### src/design/dcpc_pkg.sv
`timescale 1ns / 1ps
package dcpc_pkg;

  typedef enum logic [1:0] {
    CMD_SAMPLE = 2'd0,
    CMD_MAN_ON = 2'd1,
    CMD_MAN_OFF = 2'd2,
    CMD_NONE = 2'd3
  } cmd_t;

  typedef enum logic [1:0] {
    PH_OFF = 2'd0,
    PH_ON = 2'd1,
    PH_PAUSE = 2'd2,
    PH_COOL = 2'd3
  } phase_t;

  typedef enum logic [1:0] {
    SRC_NONE = 2'd0,
    SRC_AUTO = 2'd1,
    SRC_MANUAL = 2'd2,
    SRC_RSVD = 2'd3
  } source_t;

  typedef enum logic [2:0] {
    REG_LATCH = 3'd0,
    REG_WINDOW = 3'd1,
    REG_PULSE_ON = 3'd2,
    REG_PULSE_OFF = 3'd3,
    REG_COOLDOWN = 3'd4,
    REG_BURST = 3'd5
  } reg_idx_t;

  localparam int CfgWidth = 24;
  localparam int DivSteps = 40;
  localparam logic [6:0] PctMax = 7'd100;

  typedef struct packed {
    logic sample;
    logic man_on;
    logic man_off;
    logic div_start;
    logic [1:0] div_probe;
    logic div_store;
    logic win_clear;
  } dp_cmd_t;

  typedef struct packed {
    logic win_done;
    logic div_done;
  } dp_stat_t;

endpackage

### src/design/dcpc_ctrl.sv
`timescale 1ns / 1ps
module dcpc_ctrl (
  input  logic clk,
  input  logic rst_n,
  input  logic in_valid,
  output logic in_stall,
  output logic out_valid,
  input  logic out_stall,
  input  logic [1:0] in_cmd,
  output dcpc_pkg::dp_cmd_t cmd_o,
  input  dcpc_pkg::dp_stat_t stat_i
);
  import dcpc_pkg::*;

  typedef enum logic [4:0] {
    S_IDLE = 5'b00001,
    S_DIV = 5'b00010,
    S_WAIT = 5'b00100,
    S_NEXT = 5'b01000,
    S_OUT = 5'b10000
  } state_t;

  state_t state_r, state_nxt;
  logic [1:0] probe_r, probe_nxt;
  logic accept;

  assign in_stall = (state_r != S_IDLE);
  assign out_valid = (state_r == S_OUT);
  assign accept = in_valid && (state_r == S_IDLE);

  always_comb begin
    state_nxt = state_r;
    probe_nxt = probe_r;
    cmd_o = '0;
    cmd_o.div_probe = probe_r;
    unique case (state_r)
      S_IDLE: begin
        if (accept) begin
          cmd_o.sample = (in_cmd == CMD_SAMPLE);
          cmd_o.man_on = (in_cmd == CMD_MAN_ON);
          cmd_o.man_off = (in_cmd == CMD_MAN_OFF);
          probe_nxt = 2'd0;
          state_nxt = ((in_cmd == CMD_SAMPLE) && stat_i.win_done) ? S_DIV : S_OUT;
        end
      end
      S_DIV: begin
        cmd_o.div_start = 1'b1;
        state_nxt = S_WAIT;
      end
      S_WAIT: begin
        if (stat_i.div_done) begin
          cmd_o.div_store = 1'b1;
          state_nxt = S_NEXT;
        end
      end
      S_NEXT: begin
        if (probe_r == 2'd2) begin
          cmd_o.win_clear = 1'b1;
          state_nxt = S_OUT;
        end else begin
          probe_nxt = probe_r + 2'd1;
          state_nxt = S_DIV;
        end
      end
      S_OUT: begin
        if (!out_stall) state_nxt = S_IDLE;
      end
      default: state_nxt = S_IDLE;
    endcase
  end

  always_ff @(posedge clk) begin
    if (!rst_n) begin
      state_r <= S_IDLE;
      probe_r <= 2'd0;
    end else begin
      state_r <= state_nxt;
      probe_r <= probe_nxt;
    end
  end

  a_onehot: assert property (@(posedge clk) disable iff (!rst_n) $onehot(state_r))
    else $error("state not one-hot");
  a_probe: assert property (@(posedge clk) disable iff (!rst_n)
    cmd_o.div_start |-> (probe_r == 2'd0 || probe_r == 2'd1 || probe_r == 2'd2))
    else $error("bad probe index");
  a_out_hold: assert property (@(posedge clk) disable iff (!rst_n)
    (out_valid && out_stall) |=> out_valid)
    else $error("result dropped");
  a_no_accept: assert property (@(posedge clk) disable iff (!rst_n)
    out_valid |-> in_stall)
    else $error("accept during result");
endmodule

### src/design/dcpc_datapath.sv
`timescale 1ns / 1ps
module dcpc_datapath #(
  parameter int COUNTER_WIDTH = 32
) (
  input  logic clk,
  input  logic rst_n,
  input  logic cfg_we,
  input  logic [2:0] cfg_index,
  input  logic [23:0] cfg_data,
  input  logic [31:0] in_now_ms,
  input  logic in_fwd_wet,
  input  logic in_mid_wet,
  input  logic in_rear_wet,
  input  dcpc_pkg::dp_cmd_t cmd_i,
  output dcpc_pkg::dp_stat_t stat_o,
  output logic out_pump_on,
  output logic [1:0] out_pump_phase,
  output logic [1:0] out_run_source,
  output logic [7:0] out_cycle_number,
  output logic [2:0] out_latched_mask,
  output logic [31:0] out_fwd_hits,
  output logic [31:0] out_mid_hits,
  output logic [31:0] out_rear_hits,
  output logic [6:0] out_fwd_duty,
  output logic [6:0] out_mid_duty,
  output logic [6:0] out_rear_duty
);
  import dcpc_pkg::*;

  localparam int CW = COUNTER_WIDTH;
  localparam int NumW = CW + 7;
  localparam int StepW = $clog2(NumW + 1);

  logic [23:0] latch_ms_r, window_ms_r, on_ms_r, off_ms_r, cool_ms_r;
  logic [7:0] burst_r;
  logic [31:0] latch_until_r [3];
  logic [2:0] latched_r;
  logic [CW-1:0] hits_r [3];
  logic [CW-1:0] wet_r [3];
  logic [6:0] duty_r [3];
  logic [CW-1:0] win_cnt_r;
  logic [31:0] win_start_r;
  phase_t phase_r;
  source_t source_r;
  logic [7:0] cycle_r;
  logic [31:0] phase_start_r;

  logic [NumW-1:0] rem_r, quo_r;
  logic [NumW-1:0] num_nxt;
  logic [CW-1:0] den_r;
  logic [StepW-1:0] step_r;
  logic busy_r;
  logic [NumW:0] trial;
  logic [NumW-1:0] shifted;

  logic [2:0] wet_in;
  logic [31:0] el;
  logic [31:0] sd [3];
  logic [2:0] lat_new;
  logic [CW-1:0] win_inc;

  assign wet_in = {in_rear_wet, in_mid_wet, in_fwd_wet};
  assign win_inc = win_cnt_r + 1'b1;
  assign el = in_now_ms - phase_start_r;
  assign stat_o.win_done = (in_now_ms - win_start_r) >= {8'd0, window_ms_r};
  assign stat_o.div_done = busy_r && (step_r == '0);

  always_comb begin
    for (int k = 0; k < 3; k++) begin
      sd[k] = (wet_in[k] ? (in_now_ms + {8'd0, latch_ms_r}) : latch_until_r[k]) - in_now_ms;
      lat_new[k] = wet_in[k] || (sd[k] != 32'd0 && !sd[k][31]);
    end
  end

  always_ff @(posedge clk) begin
    if (!rst_n) begin
      latch_ms_r <= 24'd2000;
      window_ms_r <= 24'd60000;
      on_ms_r <= 24'd15000;
      off_ms_r <= 24'd5000;
      cool_ms_r <= 24'd300000;
      burst_r <= 8'd3;
    end else if (cfg_we) begin
      unique case (cfg_index)
        REG_LATCH: latch_ms_r <= cfg_data;
        REG_WINDOW: window_ms_r <= cfg_data;
        REG_PULSE_ON: on_ms_r <= cfg_data;
        REG_PULSE_OFF: off_ms_r <= cfg_data;
        REG_COOLDOWN: cool_ms_r <= cfg_data;
        REG_BURST: burst_r <= cfg_data[7:0];
        default: ;
      endcase
    end
  end

  // Restoring divider: (100*wet + cnt/2) / cnt, one quotient bit per cycle.
  always_comb begin
    num_nxt = 7'd100 * {7'd0, wet_r[cmd_i.div_probe]} + {8'd0, win_cnt_r[CW-1:1]};
    shifted = {rem_r[NumW-2:0], quo_r[NumW-1]};
    trial = {1'b0, shifted} - {{(NumW-CW+1){1'b0}}, den_r};
  end

  always_ff @(posedge clk) begin
    if (!rst_n) begin
      busy_r <= 1'b0;
      step_r <= '0;
    end else if (cmd_i.div_start) begin
      busy_r <= 1'b1;
      step_r <= StepW'(NumW);
      quo_r <= num_nxt;
      rem_r <= '0;
      den_r <= win_cnt_r;
    end else if (busy_r && step_r != '0) begin
      step_r <= step_r - 1'b1;
      if (!trial[NumW]) begin
        rem_r <= trial[NumW-1:0];
        quo_r <= {quo_r[NumW-2:0], 1'b1};
      end else begin
        rem_r <= shifted;
        quo_r <= {quo_r[NumW-2:0], 1'b0};
      end
    end else if (cmd_i.div_store) begin
      busy_r <= 1'b0;
    end
  end

  always_ff @(posedge clk) begin
    if (!rst_n) begin
      for (int k = 0; k < 3; k++) begin
        latch_until_r[k] <= '0;
        hits_r[k] <= '0;
        wet_r[k] <= '0;
        duty_r[k] <= '0;
      end
      latched_r <= '0;
      win_cnt_r <= '0;
      win_start_r <= '0;
      phase_r <= PH_OFF;
      source_r <= SRC_NONE;
      cycle_r <= '0;
      phase_start_r <= '0;
    end else begin
      if (cmd_i.sample) begin
        for (int k = 0; k < 3; k++) begin
          if (wet_in[k]) begin
            latch_until_r[k] <= in_now_ms + {8'd0, latch_ms_r};
            wet_r[k] <= wet_r[k] + 1'b1;
          end
          if (lat_new[k] && !latched_r[k]) hits_r[k] <= hits_r[k] + 1'b1;
        end
        latched_r <= lat_new;
        win_cnt_r <= win_inc;
        if (stat_o.win_done) win_start_r <= in_now_ms;
        if (source_r == SRC_MANUAL) begin
          if (phase_r == PH_ON && el >= {8'd0, on_ms_r}) begin
            phase_r <= PH_PAUSE;
            phase_start_r <= in_now_ms;
          end else if (phase_r == PH_PAUSE && el >= {8'd0, off_ms_r}) begin
            cycle_r <= cycle_r + 8'd1;
            phase_r <= PH_ON;
            phase_start_r <= in_now_ms;
          end
        end else begin
          unique case (phase_r)
            PH_OFF: begin
              if (in_rear_wet) begin
                source_r <= SRC_AUTO;
                cycle_r <= 8'd1;
                phase_r <= PH_ON;
                phase_start_r <= in_now_ms;
              end
            end
            PH_ON: begin
              if (el >= {8'd0, on_ms_r}) begin
                phase_r <= PH_PAUSE;
                phase_start_r <= in_now_ms;
              end
            end
            PH_PAUSE: begin
              if (el >= {8'd0, off_ms_r}) begin
                if (cycle_r < burst_r) begin
                  cycle_r <= cycle_r + 8'd1;
                  phase_r <= PH_ON;
                end else begin
                  phase_r <= PH_COOL;
                end
                phase_start_r <= in_now_ms;
              end
            end
            PH_COOL: begin
              if (el >= {8'd0, cool_ms_r}) begin
                if (in_rear_wet) begin
                  cycle_r <= 8'd1;
                  phase_r <= PH_ON;
                  phase_start_r <= in_now_ms;
                end else begin
                  phase_r <= PH_OFF;
                  source_r <= SRC_NONE;
                  cycle_r <= 8'd0;
                end
              end
            end
            default: ;
          endcase
        end
      end
      if (cmd_i.man_on) begin
        source_r <= SRC_MANUAL;
        cycle_r <= 8'd1;
        phase_r <= PH_ON;
        phase_start_r <= in_now_ms;
      end
      if (cmd_i.man_off) begin
        phase_r <= PH_OFF;
        source_r <= SRC_NONE;
        cycle_r <= 8'd0;
      end
      if (cmd_i.div_store) begin
        if (den_r == '0) duty_r[cmd_i.div_probe] <= 7'd0;
        else if (quo_r > NumW'(PctMax)) duty_r[cmd_i.div_probe] <= PctMax;
        else duty_r[cmd_i.div_probe] <= quo_r[6:0];
      end
      if (cmd_i.win_clear) begin
        for (int k = 0; k < 3; k++) wet_r[k] <= '0;
        win_cnt_r <= '0;
      end
    end
  end

  assign out_pump_on = (phase_r == PH_ON);
  assign out_pump_phase = phase_r;
  assign out_run_source = source_r;
  assign out_cycle_number = cycle_r;
  assign out_latched_mask = latched_r;
  assign out_fwd_hits = 32'(hits_r[0]);
  assign out_mid_hits = 32'(hits_r[1]);
  assign out_rear_hits = 32'(hits_r[2]);
  assign out_fwd_duty = duty_r[0];
  assign out_mid_duty = duty_r[1];
  assign out_rear_duty = duty_r[2];

  a_duty_range: assert property (@(posedge clk) disable iff (!rst_n)
    duty_r[0] <= PctMax && duty_r[1] <= PctMax && duty_r[2] <= PctMax)
    else $error("duty out of range");
  a_pump: assert property (@(posedge clk) disable iff (!rst_n)
    (source_r == SRC_NONE) |-> (phase_r == PH_OFF))
    else $error("phase without source");
  a_clear: assert property (@(posedge clk) disable iff (!rst_n)
    cmd_i.win_clear |=> (win_cnt_r == '0))
    else $error("window not cleared");
endmodule

### src/design/duty_cycled_pump_controller_top.sv
`timescale 1ns / 1ps
// Pump controller with three wet probes. Each input item carries a command
// (sample, manual on, manual off), a millisecond timestamp and three wet bits.
// Each accepted item yields exactly one result item with the pump state,
// latched probe view, rising-edge hit counts and last window duty percentages.
// Both channels use valid and stall; an item moves when valid is high and
// stall is low. The configuration port writes one register per enabled cycle
// and the user must use it only while the block is idle; the block itself
// does not enforce this. An item that does not close the duty window shows
// its result in the cycle right after acceptance. An item that closes the
// window runs three divisions on one shared restoring divider, one quotient
// bit per cycle over COUNTER_WIDTH + 7 bits; each division is started, run
// and stored in turn (S_DIV, S_WAIT, S_NEXT) before the result is shown.
// One item is in work at a time; in_stall is high until the result is taken.
// While out_stall is high the result holds and no new item is accepted.
// Synchronous reset clears all counters and the sequencer and restores the
// register defaults.
module duty_cycled_pump_controller_top #(
  parameter int COUNTER_WIDTH = 32
) (
  input  logic clk,
  input  logic rst_n,
  input  logic cfg_we,
  input  logic [2:0] cfg_index,
  input  logic [23:0] cfg_data,
  input  logic in_valid,
  output logic in_stall,
  input  logic [1:0] in_cmd,
  input  logic [31:0] in_now_ms,
  input  logic in_fwd_wet,
  input  logic in_mid_wet,
  input  logic in_rear_wet,
  output logic out_valid,
  input  logic out_stall,
  output logic out_pump_on,
  output logic [1:0] out_pump_phase,
  output logic [1:0] out_run_source,
  output logic [7:0] out_cycle_number,
  output logic [2:0] out_latched_mask,
  output logic [31:0] out_fwd_hits,
  output logic [31:0] out_mid_hits,
  output logic [31:0] out_rear_hits,
  output logic [6:0] out_fwd_duty,
  output logic [6:0] out_mid_duty,
  output logic [6:0] out_rear_duty
);
  import dcpc_pkg::*;

  dp_cmd_t cmd;
  dp_stat_t stat;

  dcpc_ctrl u_ctrl (
    .clk(clk), .rst_n(rst_n),
    .in_valid(in_valid), .in_stall(in_stall),
    .out_valid(out_valid), .out_stall(out_stall),
    .in_cmd(in_cmd), .cmd_o(cmd), .stat_i(stat)
  );

  dcpc_datapath #(.COUNTER_WIDTH(COUNTER_WIDTH)) u_dp (
    .clk(clk), .rst_n(rst_n),
    .cfg_we(cfg_we), .cfg_index(cfg_index), .cfg_data(cfg_data),
    .in_now_ms(in_now_ms), .in_fwd_wet(in_fwd_wet), .in_mid_wet(in_mid_wet),
    .in_rear_wet(in_rear_wet), .cmd_i(cmd), .stat_o(stat),
    .out_pump_on(out_pump_on), .out_pump_phase(out_pump_phase),
    .out_run_source(out_run_source), .out_cycle_number(out_cycle_number),
    .out_latched_mask(out_latched_mask), .out_fwd_hits(out_fwd_hits),
    .out_mid_hits(out_mid_hits), .out_rear_hits(out_rear_hits),
    .out_fwd_duty(out_fwd_duty), .out_mid_duty(out_mid_duty),
    .out_rear_duty(out_rear_duty)
  );
endmodule
### config.mk
export PLATFORM = sky130hd
export DESIGN_NAME = duty_cycled_pump_controller_top
export DESIGN_NICKNAME = d
export VERILOG_FILES = /design/src/design/dcpc_pkg.sv /design/src/design/dcpc_ctrl.sv /design/src/design/dcpc_datapath.sv /design/src/design/duty_cycled_pump_controller_top.sv
export SDC_FILE = /design/constraint.sdc
export NUM_CORES = 2
export LEC_CHECK = 0
export CAP_MARGIN = 30
export CORE_ASPECT_RATIO = 1.25
export CORE_MARGIN = 1.5
export CORE_UTILIZATION = 60
export DETAILED_ROUTE_END_ITERATION = 8
export DONT_BUFFER_PORTS = 1
export PLACE_DENSITY_LB_ADDON = 0.25
export SYNTH_ARGS = -nofsm -noshare
export SYNTH_HDL_FRONTEND = slang
export SYNTH_SLANG_ARGS = --single-unit
### constraint.sdc
create_clock -name clk -period 9 [get_ports clk]
set_input_delay 0.9 -clock clk [delete_from_list [all_inputs] [get_ports clk]]
set_output_delay 0.9 -clock clk [all_outputs]
set_load 0.01 [all_outputs]
## Yosys cells after proc, flatten, opt, wreduce, memory -nomap -nowiden

Memories as Yosys holds them, arrays and structs flattened. A register that Yosys moved wholly into a read port is not among the register bits.
Index checks and enable logic that the tools add are counted.

- Bits in latches: 0
- Register bits: 362
- ROM bits: 0
- Logic and storage cells: 306
- RAM bits: 309
- Input bits: 69
- Memories: 4
- Output and inout port bits: 135

- Div/mod/pow operators: 0
- Mux-type cells: 129
- Reductions and logical operators: 62
- $add $sub $neg: 18
- Bitwise operators: 16
- Order comparisons: 6
- Equality and inequality tests: 46
- Shifts and indexed selects: 0
- $mul: 1

Memory list:

| name | words | bits a word | read ports | clocked after memory_dff | write ports | RTL line | source |
|---|---|---|---|---|---|---|---|
| u_dp.hits_r | 3 | 32 | 3 | 0 | 3 | dcpc_datapath.sv:38 | `logic [CW-1:0] hits_r [3];` |
| u_dp.latch_until_r | 3 | 32 | 3 | 0 | 3 | dcpc_datapath.sv:36 | `logic [31:0] latch_until_r [3];` |
| u_dp.wet_r | 3 | 32 | 4 | 1 | 3 | dcpc_datapath.sv:39 | `logic [CW-1:0] wet_r [3];` |
| u_dp.duty_r | 3 | 7 | 3 | 0 | 3 | dcpc_datapath.sv:40 | `logic [6:0] duty_r [3];` |

Operators with widths:

| kind | count |
|---|---|
| $mux 32 | 24 |
| $add 32x1->32 const B | 7 |
| $sub 32x32->32 | 5 |
| $ge 32x24->1 | 4 |
| $pmux 32 s4 | 1 |
| $reduce_bool 32->1 | 3 |
| $mux 39 | 2 |
| $mux 38 | 2 |
| $mux 1 | 58 |
| $mux 8 | 7 |
| $sub 39x32->40 | 1 |
| $add 39x31->39 | 1 |
| $gt 39x7->1 const B | 1 |
| $mul 5x32->37 const A | 1 |
| $mux 2 | 18 |
| $add 32x24->32 | 1 |
| $logic_not 32->1 | 1 |
| $mux 5 | 5 |
| $pmux 5 s5 | 1 |
| $pmux 8 s3 | 1 |
| $reduce_and 6->1 | 4 |
| $mux 7 | 3 |
| $reduce_and 2->1 | 10 |
| $ne 2x2->1 const B | 9 |
| other kinds (46) | 108 |

## Logic depth before layout (Yosys ltp)

- Word-level depth: 12
- Mapped depth: 33
- Mapped depth without buffers: 31

## By module

From an unflattened synthesis, not the netlist that was laid out.

- Cells, all modules: 5742
- Area total of the unflattened synthesis: 49052.0 µm²

By module, submodules not included:

| module | cells each | instances | seq. area each (µm²) | area an instance (µm²) |
|---|---|---|---|---|
| dcpc_datapath | 5679 | 1 | 16515.8 | 48559.1 |
| dcpc_ctrl | 63 | 1 | 140.1 | 493.0 |

## Worst setup path before layout

OpenSTA, ideal clock, no wires.

- Path type: input to register
- Start point: input in_now_ms[1]
- End point: memory u_dp.hits_r[0][32] in the netlist's numbering (enable)
- Path slack: 785 ps
- Data arrival time: 7745 ps
- Required time: 8530 ps
- Library setup time: 470 ps
- Stages: 27
- Buffers on the path: 1
- Cell sequence: inv_1 > fa_1 > nor2b_1 > o21ai_0 > a21oi_1 > o221ai_1 > o22ai_1 > o41ai_1 > o311ai_0 > a21oi_1 > o21bai_1 > a21oi_1 > xnor2_1 > mux2_2 > ha_1 > clkbuf_1 > a21o_1 > a21oi_1 > nor2_1 > nor2_1 > o21ai_0 > a21oi_1 > o21ai_1 > a211oi_1 > nand4b_1 > nor4_1 > o31ai_1

RTL lines:

| item | RTL line | source |
|---|---|---|
| from (decl) | duty_cycled_pump_controller_top.sv:29 | `input logic [31:0] in_now_ms,` |
| to (decl) | dcpc_datapath.sv:38 |  |

==> results.py <==
metrics = {
    "clock_tree": {
        "cts_resized": 0,
        "insertion_delay_ps": 640,
        "ctsRootBufferMaster": "clkbuf_16",
        "cts_tree": "yes",
        "numCtsBuffers": 71,
        "ctsHoldBuffers": 0,
        "clockBufferDepth": 3,
        "clk_pin_slew_ps": 70,
        "clock-sinks": 673,
        "cts_max_level": 3,
        "cts_setup_buffers": 0,
    },
    "layout": {
        "diodes": 0,
        "area_growth_pct": 6.84,
        "drive_gt1_share_pct": 5.07,
        "fin_nets": 6188,
    },
    "worst_setup_path": {
        "slowest_stage": "nor4b_1",
        "path_class": "reg2reg",
        "cpMostUsedCell": "nand4_1",
        "cp.arrival_ps": 8440,
        "r2r_cells": 31,
        "cpPeakStageDelay_ps": 600,
        "r2r-start": "u_dp.latch_ms_r[0]",
        "rrSetupSlack_ps": 890,
        "cp-start-kind": "register",
        "r2r_end": "u_dp.hits_r[0][71]",
        "path_max_fanout": 32,
        "end_kind": "register",
        "required_ps": 9330,
    },
    "die": {
        "chipWidth_microns": 261,
        "io_pins": 204,
        "dieArea_sq_um": 85200,
        "fp.dieH_microns": 326,
        "initial_utilization_pct": 60.5,
        "core_sq_um": 82800,
        "fp-row-count": 118,
    },
    "detailed_routing": {
        "wl_microns": 132000,
        "vias": 41800,
        "drt_iter0_markers": 3847,
        "route.detailed.drc": 37,
        "wl_per_cell_microns": 19.6,
        "avgViaCountPerCell": 6.18,
        "final_antenna_net_count": 0,
        "drt-pass1-iter-count": 8,
    },
    "global_route": {
        "grt.total_usage_pct": 30.0,
        "grt_pass1_vias": 39500,
        "grt_antenna_before_repair": 0,
        "grt_first_pass_wirelength_microns": 206000,
        "grt_max_degree": 126,
        "grt-ovfl-total": 0,
    },
    "logic_synthesis": {
        "synth-seq-area-share_pct": 35.3,
        "synth_edf_count": 418,
        "synth_area_sq_um": 50100,
        "syn_nets": 6283,
        "netlist_instances": 5718,
        "synth.distinct_cells": 93,
        "async_flop_share_pct": 0,
        "synthFlopType": "edfxtp_1",
        "yosys_warnings": 0,
        "ys_ff_latch": 673,
        "avgSynthCellArea_sq_um": 8.76,
    },
    "placement": {
        "gp_congestion": 0.954,
        "portBuffers": 0,
        "dp_hpwl_microns": 99800,
    },
    "sta": {
        "min_period_ps": 8110,
        "min_period_over_period_pct": 90.1,
        "hold_violations": 0,
        "max_slew_margin_pct": 27.2,
        "report.final.slew_viol_count": 0,
        "fin_skew_ps": 23.4,
        "setup_viol": 0,
        "rsz0062_at_grt": "false",
        "tns_ps": 0,
        "max_freq_mhz": 123,
        "fin_hold_ws_ps": 387,
        "tightest_slew_ps": 1080,
    },
    "outcome": {
        "outcome": "finished, violations left",
        "violations": "design-rule violations",
    },
    "worst_hold_path": {
        "hp-start": "cfg_data[2]",
        "hold_depth": 2,
        "hold_class": "in2reg",
        "whs_endpoint": "u_dp.window_ms_r[2]",
    },
    "pwr": {
        "power.density_nw_per_um2": 161,
        "irDropWorstVdd_v": 0.000124,
        "p_leak_nw": 21.2,
    },
    "flow_run": {
        "cap_violations": 0,
    },
}
-- metal layers --
metal	part of all wire, %	vias to the layer above	GRT usage [%]
li1	-	20300	-
met1	42	19700	38.6
met2	47	1469	50.1
met3	7.6	293	5.00
met4	3.9	0	11.6
met5	0	-	0
-- cell usage after synthesis, types with 36 or more instances --
master | n | area share (%)
nor3_1 | 85 | 0.85
clkbuf_1 | 182 | 1.4
inv_1 | 461 | 3.5
and3_1 | 80 | 1.0
nor2_1 | 465 | 3.5
o21ai_0 | 217 | 2.2
xnor2_1 | 201 | 3.5
and2_1 | 54 | 0.67
or3_1 | 36 | 0.45
edfxtp_1 | 418 | 25
nand2_1 | 690 | 5.2
o21a_1 | 79 | 1.2
mux2i_1 | 129 | 2.6
nor2b_1 | 49 | 0.61
dfxtp_1 | 255 | 10
o211ai_1 | 60 | 0.90
nor4_1 | 45 | 0.56
a21o_1 | 154 | 2.3
a211oi_1 | 121 | 1.8
nand4_1 | 78 | 0.97
xor2_1 | 192 | 3.4
ha_1 | 461 | 12
nand2b_1 | 62 | 0.77
nand3_1 | 165 | 1.6
a21oi_1 | 442 | 4.4
mux2_2 | 71 | 1.6
-- power by group --
| part | leakage (nW) | total (W) | internal (W) | switching (W) |
|---|---|---|---|---|
| combinational | 13.8 | 0.00210 | 0.000833 | 0.00126 |
| clock | 1.15 | 0.00304 | 0.00172 | 0.00131 |
| sequential | 6.26 | 0.00349 | 0.00338 | 0.000113 |
| total | 21.2 | 0.00862 | 0.00594 | 0.00269 |
-- through the flow --
step / setup slack, ps / instance area, sq um / utilization [%] / total power, W / cells
after floorplan: 785 / 50100 / - / 0.00512 / 5718
after global placement: 764 / 51000 / 61.6 / 0.00556 / 6623
after detailed placement: 582 / 51100 / 61.7 / 0.00561 / 6628
after CTS: 1120 / 53500 / 64.6 / 0.00863 / 6757
after global routing: 517 / 53500 / 64.6 / 0.00900 / 6759
final: 892 / 53500 / 64.6 / 0.00862 / 6759
-- critical path: cells and delay by family, from the launching register on --
family	cells	cell delay, ps
AOI/OAI and AO/OA	14	3450
and+or+nand+nor	9	2070
adders and majority gates	3	960
buffers and inverters	4	720
DFF	1	330
xor gates and xnor gates	1	220
-- layout make-up --
type | instances | area, sq um
clock buffers | 90 | 1910
flip-flops and latches | 673 | 17700
inverters | 461 | 1740
repair buffers | 47 | 478
fillers | 6894 | 29300
clock inverters | 39 | 455
multi-input cells | 4369 | 29900
well taps | 1080 | 1350
-- flip-flops by register name (all words and copies together) (netlist names), 5 cells and up, named ones only --
| register | cells |
|---|---|
| u_dp.wet_r | 96 |
| u_dp.latch_until_r | 96 |
| u_dp.off_ms_r | 24 |
| u_dp.on_ms_r | 24 |
| u_dp.win_start_r | 32 |
| u_dp.hits_r | 96 |
| u_dp.burst_r | 8 |
| u_dp.duty_r | 21 |
| u_dp.step_r | 6 |
| u_dp.window_ms_r | 24 |
| u_dp.den_r | 32 |
| u_ctrl.state_r | 5 |
| u_dp.quo_r | 39 |
| u_dp.win_cnt_r | 32 |
| u_dp.latch_ms_r | 24 |
| u_dp.rem_r | 38 |
| u_dp.phase_start_r | 32 |
| u_dp.out_cycle_number | 8 |
| u_dp.cool_ms_r | 24 |
-- how the worst max path moves through the flow --
stage / startpoint / to / slack [ps] / cells after the start
floorplan: in_now_ms[1] / u_dp.hits_r[0][32] / 780 / 27
global placement: in_now_ms[1] / u_dp.hits_r[0][87] / 760 / 30
detailed placement: in_now_ms[1] / u_dp.hits_r[0][64] / 580 / 30
CTS: u_dp.latch_ms_r[0] / u_dp.hits_r[0][64] / 1120 / 31
global route: u_dp.latch_ms_r[1] / u_dp.hits_r[0][71] / 520 / 27
finish: u_dp.latch_ms_r[0] / u_dp.hits_r[0][71] / 890 / 31
-- logic make-up (layout without fill, tap and decap cells) --
logic type                 count (synthesis)  in the layout  synth area share, %
and+or+nand+nor                         1906           1906                 17.8
xor gates and xnor gates                 393            393                 6.87
AOI/OAI and AO/OA                       1374           1374                 17.8
buffers and inverters                    676            637                 5.20
muxes                                    200            200                 4.17
DFF                                      673            673                 35.3
adders and majority gates                496            496                 12.9
-- placed cells by master, fill, tap and decap left out, types with 15 or more instances in the layout --
cell type and n:
a31oi_1 35, o22ai_1 16, mux2i_1 129, a21boi_0 15, and4_1 17, nor2_1 461
xnor2_1 201, o21ai_0 215, and2_1 54, o21bai_1 30, a21o_1 154, nand3_1 164
nand2_1 690, a211oi_1 121, nand4_1 78, ha_1 461, a21oi_1 441, o31ai_1 19
inv_1 461, or3_1 35, dfxtp_1 253, xor2_1 192, o211ai_1 60, clkbuf_16 71
nor2b_1 49, and3_1 79, a2111oi_0 21, nor4_1 45, nand2b_1 62, edfxtp_1 418
buf_4 38, nor3_1 82, fa_1 35, o21a_1 79, mux2_2 71
No activity file was read; power rests on OpenSTA's default activity.
